File: config.mk
export PLATFORM = sky130hd
export DESIGN_NAME = ptw_walk
export DESIGN_NICKNAME = d
export VERILOG_FILES = /design/src/rtl/ptw_pkg.sv /design/src/rtl/ptw_walk.sv
export SDC_FILE = /design/constraint.sdc
export NUM_CORES = 1
export LEC_CHECK = 0
export ABC_AREA = 1
export BUFFER_PORTS_ARGS = -buffer_cell sky130_fd_sc_hd__buf_2
export CAP_MARGIN = 20
export CELL_PAD_IN_SITES_DETAIL_PLACEMENT = 1
export CELL_PAD_IN_SITES_GLOBAL_PLACEMENT = 2
export CORE_ASPECT_RATIO = 0.6
export CORE_UTILIZATION = 26
export DETAILED_ROUTE_END_ITERATION = 10
export PLACE_DENSITY_LB_ADDON = 0.25
export SKIP_LAST_GASP = 1
export SLEW_MARGIN = 0
export SYNTH_ARGS = -nofsm -noshare
export SYNTH_HDL_FRONTEND = slang
export SYNTH_SLANG_ARGS = --single-unit
export TNS_END_PERCENT = 100
File: constraint.sdc
create_clock -name clk_i -period 4.3 [get_ports clk_i]
set_clock_uncertainty 0.05 [all_clocks]
set_input_delay 0.645 -clock clk_i [delete_from_list [all_inputs] [get_ports clk_i]]
set_output_delay 0.645 -clock clk_i [all_outputs]
set_load 0.05 [all_outputs]
File: src/rtl/ptw_pkg.sv
package ptw_pkg;

  // sizing of the table store
  localparam int unsigned TABLE_COUNT = 64;
  localparam int unsigned LEVELS      = 4;
  localparam int unsigned IDX_W       = 9;
  localparam int unsigned SLOT_W      = (TABLE_COUNT > 1) ? $clog2(TABLE_COUNT) : 1;
  localparam int unsigned USED_W      = $clog2(TABLE_COUNT + 1);
  localparam int unsigned LVL_W       = $clog2(LEVELS + 1);
  localparam int unsigned ADDR_W      = SLOT_W + IDX_W;
  localparam int unsigned DEPTH       = TABLE_COUNT * (1 << IDX_W);

  // field widths
  localparam int unsigned VPAGE_W = 36;
  localparam int unsigned FRAME_W = 40;
  localparam int unsigned FLAGS_W = 12;
  localparam int unsigned ENTRY_W = 64;

  localparam logic [ENTRY_W-1:0] ADDR_FIELD = {12'h0, {FRAME_W{1'b1}}, 12'h0};

  // command codes
  localparam logic CMD_MAP   = 1'b0;
  localparam logic CMD_UNMAP = 1'b1;

  typedef enum logic [1:0] {
    ST_DONE        = 2'd0,
    ST_MAPPED      = 2'd1,
    ST_NOT_PRESENT = 2'd2,
    ST_NO_TABLES   = 2'd3
  } status_e;

  typedef logic [ADDR_W-1:0] addr_t;
  typedef logic [LVL_W-1:0]  lvl_t;

  // store access from the walker
  typedef struct packed {
    logic               rd_en;
    addr_t              rd_addr;
    logic               wr_en;
    addr_t              wr_addr;
    logic [ENTRY_W-1:0] wr_data;
  } mem_req_t;

  // result handed to the output register
  typedef struct packed {
    logic               valid;
    status_e            status;
    logic [FRAME_W-1:0] old_frame;
  } result_t;

  // 9-bit table index of a virtual page at a given level
  function automatic logic [IDX_W-1:0] level_index(logic [VPAGE_W-1:0] vp, lvl_t lvl);
    logic [VPAGE_W-1:0] s;
    logic [5:0]         sh;
    sh = 6'(lvl - lvl_t'(1)) * 6'd9;
    s  = vp >> sh;
    return s[IDX_W-1:0];
  endfunction

endpackage

File: src/rtl/ptw_walk.sv
module ptw_walk import ptw_pkg::*; (
  input  logic               clk_i,
  input  logic               rst_ni,
  input  logic               in_valid_i,
  output logic               in_ready_o,
  input  logic               cmd_i,
  input  logic [VPAGE_W-1:0] virt_page_i,
  input  logic [FRAME_W-1:0] phys_frame_i,
  input  logic [FLAGS_W-1:0] entry_flags_i,
  input  logic [FRAME_W-1:0] base_frame_i,
  input  logic               store_ready_i,
  input  logic [ENTRY_W-1:0] rd_data_i,
  output mem_req_t           mem_o,
  input  logic               out_free_i,
  output result_t            res_o
);

  typedef enum logic [3:0] {
    S_CLEAR = 4'b0001,
    S_IDLE  = 4'b0010,
    S_WALK  = 4'b0100,
    S_DONE  = 4'b1000
  } state_e;

  state_e              state_q, state_d;
  logic                cmd_q;
  logic [VPAGE_W-1:0]  vp_q;
  logic [FRAME_W-1:0]  pf_q;
  logic [FLAGS_W-1:0]  fl_q;
  lvl_t                lvl_q, lvl_d;
  addr_t               pos_q, pos_d;
  logic [USED_W-1:0]   used_q, used_d;
  status_e             status_q, status_d;
  logic [FRAME_W-1:0]  old_q, old_d;

  logic [ENTRY_W-1:0]  e;
  logic [FRAME_W-1:0]  e_frame, child, fresh_frame;
  logic [SLOT_W-1:0]   next_slot;
  logic                accept;

  assign e           = rd_data_i;
  assign e_frame     = e[12 +: FRAME_W];
  assign child       = e_frame - base_frame_i;
  assign fresh_frame = base_frame_i + FRAME_W'(used_q);
  assign accept      = in_valid_i & in_ready_o;
  assign in_ready_o  = (state_q == S_IDLE);

  // walk sequencer
  always_comb begin
    state_d   = state_q;
    lvl_d     = lvl_q;
    pos_d     = pos_q;
    used_d    = used_q;
    status_d  = status_q;
    old_d     = old_q;
    next_slot = '0;
    mem_o     = '0;
    res_o     = '0;
    unique case (state_q)
      S_CLEAR: begin
        if (store_ready_i) begin
          state_d = S_IDLE;
        end
      end
      S_IDLE: begin
        if (accept) begin
          mem_o.rd_en   = 1'b1;
          mem_o.rd_addr = {SLOT_W'(0), level_index(virt_page_i, lvl_t'(LEVELS))};
          pos_d         = mem_o.rd_addr;
          lvl_d         = lvl_t'(LEVELS);
          status_d      = ST_DONE;
          old_d         = '0;
          state_d       = S_WALK;
        end
      end
      S_WALK: begin
        if (lvl_q == lvl_t'(1)) begin
          // leaf entry
          state_d = S_DONE;
          if (cmd_q == CMD_UNMAP) begin
            mem_o.wr_en   = 1'b1;
            mem_o.wr_addr = pos_q;
            mem_o.wr_data = '0;
          end else if (e[0]) begin
            status_d = ST_MAPPED;
            old_d    = e_frame;
          end else begin
            mem_o.wr_en   = 1'b1;
            mem_o.wr_addr = pos_q;
            mem_o.wr_data = ((e | ENTRY_W'(fl_q)) & ~ADDR_FIELD)
                          | (ENTRY_W'(pf_q) << 12);
          end
        end else if (e[0]) begin
          // follow an existing link
          if (child >= FRAME_W'(used_q)) begin
            status_d = ST_NOT_PRESENT;
            state_d  = S_DONE;
          end else begin
            next_slot     = child[SLOT_W-1:0];
            mem_o.rd_en   = 1'b1;
            mem_o.rd_addr = {next_slot, level_index(vp_q, lvl_q - lvl_t'(1))};
            pos_d         = mem_o.rd_addr;
            lvl_d         = lvl_q - lvl_t'(1);
          end
        end else if (cmd_q == CMD_UNMAP) begin
          status_d = ST_NOT_PRESENT;
          state_d  = S_DONE;
        end else if (used_q >= USED_W'(TABLE_COUNT)) begin
          status_d = ST_NO_TABLES;
          state_d  = S_DONE;
        end else begin
          // create a table from the bump counter and link it
          next_slot     = used_q[SLOT_W-1:0];
          used_d        = used_q + USED_W'(1);
          mem_o.wr_en   = 1'b1;
          mem_o.wr_addr = pos_q;
          mem_o.wr_data = (e & ~ADDR_FIELD) | (ENTRY_W'(fresh_frame) << 12)
                        | ENTRY_W'(1);
          mem_o.rd_en   = 1'b1;
          mem_o.rd_addr = {next_slot, level_index(vp_q, lvl_q - lvl_t'(1))};
          pos_d         = mem_o.rd_addr;
          lvl_d         = lvl_q - lvl_t'(1);
        end
      end
      S_DONE: begin
        if (out_free_i) begin
          res_o.valid     = 1'b1;
          res_o.status    = status_q;
          res_o.old_frame = old_q;
          state_d         = S_IDLE;
        end
      end
      default: begin
        state_d = S_CLEAR;
      end
    endcase
  end

  always_ff @(posedge clk_i or negedge rst_ni) begin
    if (!rst_ni) begin
      state_q <= S_CLEAR;
      used_q  <= USED_W'(1);
    end else begin
      state_q <= state_d;
      used_q  <= used_d;
    end
  end

  // request and walk payload
  always_ff @(posedge clk_i) begin
    if (accept) begin
      cmd_q <= cmd_i;
      vp_q  <= virt_page_i;
      pf_q  <= phys_frame_i;
      fl_q  <= entry_flags_i;
    end
    lvl_q    <= lvl_d;
    pos_q    <= pos_d;
    status_q <= status_d;
    old_q    <= old_d;
  end

endmodule

# Word-level counts from Yosys, hierarchy flattened
# Index checks and enable logic that the tools add are counted.
[classes]
mul = 1
mux = 51
n_eq_ne = 20
addsub = 5
magnitude_cmp = 2
reduce_logical = 6
shifts = 1
n_bitwise = 8
[ops]
columns = ["operator", "n"]
rows = [
  ["$mux W80", 5],
  ["$mux W96", 2],
  ["$mux W40", 4],
  ["$or A64 B52 Y64", 2],
  ["$mux W15", 6],
  ["$mux W43", 2],
  ["$pmux W40 S2", 1],
  ["$mux W16", 4],
  ["$or A64 B12 Y64", 1],
  ["$add A40 B7 Y40", 1],
  ["$ge A40 B7 Y1", 1],
  ["$sub A40 B40 Y40", 1],
  ["$shr A36 B6 Y9", 1],
  ["$mux W4", 8],
  ["$pmux W16 S2", 1],
  ["$pmux W15 S2", 1],
  ["$mux W3", 6],
  ["$mux W2", 8],
  ["$pmux W4 S4", 1],
  ["$ne A3 B3 Y1 const B", 5],
  ["$reduce_and A5 Y1", 3],
  ["$ne A2 B2 Y1 const B", 6],
  ["$reduce_and A6 Y1", 2],
  ["$ne A4 B4 Y1 const B", 2],
  ["17 further kinds", 20],
]
[word_totals]
reg_bits = 160
wordCells = 104
output_inout_bits = 140
inputBits = 198

# Logic depth before layout (Yosys ltp)
[depth]
depth_word = 9
ltp_mapped = 23
mapped_depth_nobuf = 23

# Least setup slack after synthesis
# No wires, ideal clock.
[synth_timing]
path_type = "reg2reg"
from = "register state_q[0]"
to = "register old_q[0], enable pin"
slack_ns = -0.286
arrival_time_ns = 4.039
path_buffers = 1
setup_ns = 0.498
path_stages_with_launch = 8
period_less_slack_ns = 4.586
t_required_ns = 3.752
path_cell_list = "dfstp_2 nor2_1 inv_1 nor3_2 inv_2 clkbuf_1 a21oi_1 a211oi_1"
[synth_between]
elab_chain_len = 4
elab_cells_between_ends = 9
classes_between = "eq/ne: 6; bitwise: 1; reduce/logical: 2"
[synth_rtl]
columns = ["item", "line_no", "rtl"]
rows = [
  ["start: declaration", "ptw_walk.sv:25", "state_e state_q, state_d;"],
  ["start signal: assignment", "ptw_walk.sv:144", "state_q <= state_d;"],
  ["$eq A4 B2 Y1", "ptw_walk.sv:46, ptw_walk.sv:59", ""],
  ["$and A1 B1 Y1", "ptw_walk.sv:45", "assign accept = in_valid_i & in_ready_o;"],
  ["$ne A2 B1 Y1 (no line)", "-", ""],
  ["$reduce_and A5 Y1 (no line) (*)", "-", ""],
  ["end signal: assignment", "ptw_walk.sv:160", "old_q <= old_d;"],
  ["end: declaration", "ptw_walk.sv:34", "logic [FRAME_W-1:0] old_q, old_d;"],
]
# Every way passes the cells marked *; elsewhere a longest branch is shown, timed or not.
# A chain may end at the register's enable or synchronous reset.

==> impl_metrics.csv <==
group,metric,value,unit
status,outcome,"finished clean",
setup_path,critPathLaunchType,"primary input",
logic_synthesis,yosysSeqAreaShare,36.45,%
layout,fin_util,37.54,%
route,wl_per_cell,19.92,um
clock_network,cts_max_path_buffers,2,
die,coreArea,49420,um2
setup_path,cp_max_fo,5,
route,drtPass1Iterations,5,
place,place_ws,-0.1515,ns
logic_synthesis,netlist-cell-type-count,49,
logic_synthesis,synth-simple-area-share,32.74,%
setup_path,crit_required,3.61,ns
route,num_vias,14822,
clock_network,cts_root_buf,"clkbuf_16",
clock_network,clk_pin_slew_worst_paths,0.08,ns
global_routing,grt_max_degree,61,
route,routed_wl,61480,um
timing,finalHoldViolCount,0,
logic_synthesis,synth-compound-area-share,12.54,%
timing,rsz0062_at_grt,"yes",
layout,fin_nets,2681,
logic_synthesis,synthAdderAreaFrac,6.065,%
clock_network,cts_num_sinks,160,
timing,layout_setup_ws,0.01365,ns
global_routing,grt_pass1_vias,14625,
place,gp_congestion,0.9182,
worst_hold_path,hp-class,"in -> reg",
timing,fmax,233.3,MHz
die,row_count,63,
clock_network,cts_tree,"built",
logic_synthesis,synth_edf_count,149,
route,drtAntennaViolNets,0,
logic_synthesis,synth-seq-cells,160,
die,die_w,291.1,um
logic_synthesis,synth.area.mux_share,0.3838,%
logic_synthesis,synthCells,1911,
timing,drv_slew,0,
place,dpl.hpwl,50860,um
timing,tightest_slew,0.9497,ns
timing,max_slew_margin,36.68,%
global_routing,grt_pass1_wl,91030,um
clock_network,cts_made_buffers,17,
layout,mostFrequentLayoutCells,"576 x nand2_1, 292 x buf_2, 280 x inv_1",
clock_network,worstSkewPairLatency,0.46,ns
timing,min_period,4.286,ns
global_routing,grt_usage,23.70,%
setup_path,crit_path_end_kind,"output port",
timing,fin_crit_sh,99.68,%
power_and_ir_drop,leakage,9.212,nW
logic_synthesis,synthesis.area,13040,um2
logic_synthesis,syn_nets,2171,
layout,fillers,6201,
logic_synthesis,synth_xor_xnor_area_share,1.411,%
global_routing,antenna_found_initial,6,
layout,area_growth,42.30,%
power_and_ir_drop,power.density,312.2,nW/um2
setup_path,arrival,3.59,ns
timing,fin_setup_tns,0,ns
layout,mostFrequentLayoutCell,"nand2_1",
logic_synthesis,synth_top_family_by_area,"simple AND/OR/NAND/NOR gates",
route,drc_errors,0,
logic_synthesis,syn_avg_cell_area,6.823,um2
logic_synthesis,ys.flop_type,"edfxtp_1",
power_and_ir_drop,ir_worst_vdd,0.1985,mV
logic_synthesis,async_flop_share,6.875,%
die,dieArea,51080,um2
die,ioPinCount,338,
clock_network,h-tree-depth,4,
setup_path,path_class,"in -> out",
layout,drive_gt1_share,29.50,%
die,die_h,175.5,um
route,drt_iter0_drc,998,
job,max_cap_viol_count,0,
place,io_buffers,337,
global_routing,grt_overflow,0,
die,start_util,26.38,%
route,vias_per_cell,4.801,
timing,setup_viol,0,
logic_synthesis,yosysWarnings,0,
final cells by class:
class                   count  area (um2)  share of cell area (%)
flip-flops and latches    160        4753                   25.62
diodes                      3       7.507                 0.04046
multi-input cells        1398        7430                   40.04
inverters                 302        1157                   6.238
repair buffers            542        3821                   20.59
clock buffers              18       429.2                   2.313
well taps                 650       813.3                   4.383
clock inverters            14       142.6                  0.7688
path summary, 6_finish.rpt:
kind | start | end | slack [ns] | depth (start not counted)
worst max-delay path | base_frame_i[2] | mem_o[85] | 0.01 | 25
worst min-delay path | virt_page_i[15] | vp_q[15] | 0.30 | 1
worst max register to register | used_q[3] | pos_q[13] | 1.04 | 18
worst min register to register | used_q[3] | used_q[3] | 0.59 | 1
max in group asynchronous | rst_ni | used_q[0] | 3.35 | 2
min in group asynchronous | rst_ni | state_q[2] | 0.56 | 2
where the power goes:
group          leakage [nW]  switching (mW)  total (mW)  internal, mW
logic                  7.44            1.39        2.15         0.764
clock network         0.276           0.818        1.59         0.776
registers              1.50          0.0684        2.05          1.98
registers in the layout, summed over array words and instances, names as in the netlist:
signal	flops
cmd_q	1
fl_q	12
lvl_q	3
old_q	40
pf_q	40
pos_q	15
state_q	4
status_q	2
used_q	7
vp_q	36
critical path, cell delays in order:
cell and delay [ns]:
buf_8 0.08, inv_4 0.03, ha_4 0.28, nand2_2 0.06, nand2_2 0.08, inv_2 0.05
nand2_4 0.09, nand2_2 0.06, nand2_2 0.09, xor2_2 0.20, ha_1 0.29, a21o_1 0.22
buf_4 0.14, nand3_2 0.06, nand2_1 0.05, nor2_1 0.10, nand2_1 0.07, nor2_1 0.11
nand3b_1 0.12, nor2_4 0.16, nand2_4 0.10, nand2_4 0.11, nand3b_1 0.11, nand2_1 0.13
buf_6 0.17
cell usage after synthesis (3+ instances only):
| library cell | number | share of area (%) |
|---|---|---|
| a31oi_1 | 6 | 0.29 |
| mux2i_1 | 5 | 0.38 |
| nor3_1 | 23 | 0.88 |
| nand3b_1 | 16 | 0.92 |
| clkinv_1 | 4 | 0.12 |
| a21oi_1 | 89 | 3.4 |
| nand2_1 | 595 | 17 |
| nand4_1 | 28 | 1.3 |
| o221ai_1 | 9 | 0.60 |
| nor2_2 | 11 | 0.53 |
| nor2_1 | 240 | 6.9 |
| nand3_1 | 83 | 3.2 |
| o21ai_1 | 6 | 0.23 |
| nor4_1 | 4 | 0.19 |
| o21bai_1 | 9 | 0.52 |
| a21oi_2 | 3 | 0.20 |
| o22ai_1 | 3 | 0.14 |
| buf_2 | 23 | 0.88 |
| clkbuf_1 | 28 | 0.81 |
| nand3_2 | 6 | 0.46 |
| dfrtp_1 | 9 | 1.7 |
| a22o_1 | 3 | 0.20 |
| edfxtp_1 | 149 | 34 |
| xnor2_1 | 7 | 0.47 |
| inv_1 | 288 | 8.3 |
| o21ai_0 | 114 | 4.4 |
| inv_2 | 10 | 0.29 |
| o211ai_1 | 10 | 0.58 |
| xor2_1 | 14 | 0.94 |
| o21a_1 | 5 | 0.29 |
| ha_1 | 60 | 5.8 |
| a32o_1 | 12 | 0.92 |
| nand2_4 | 3 | 0.26 |
| nand2_2 | 13 | 0.62 |
| a21o_1 | 4 | 0.23 |
stage by stage:
step	instance area, um2	cells	total power, mW	hold WS (ns)
2_1_floorplan	13050	1911	3.170	0.2994
3_3_place_gp	17180	3030	4.008	0.4870
3_5_place_dp	17180	3030	4.042	0.4996
4_1_cts	17910	3067	5.682	0.2753
5_1_grt	18550	3085	6.101	0.2796
6_report	18550	3087	5.792	0.3005
routing by layer:
metal	global-route usage, %	vias up	share of wire (%)	routed length (um)
met5	0	-	0.021	13
met2	34.09	443	41	25280
met3	3.923	47	5.7	3493
met1	36.52	7111	52	31940
met4	4.828	2	1.2	758
li1	-	7219	-	-
logic make-up after synthesis:
family,after synthesis
and+or+nand+nor,1027
xor gates and xnor gates,21
AOI/OAI and AO/OA,282
muxes,5
buffers and inverters,354
DFF,160
adders and majority gates,62
repair_timing:
item / in CTS / in global routing
setup endpoints to repair: 28 / 30
pin swaps: 8 / 54
setup buffers: 3 / 17
hold buffers: 1 / 0
resized for setup: 37 / 130
hold endpoints to repair: 9 / 0
gates cloned: 1 / 0
(Power assumes the default switching activity.)
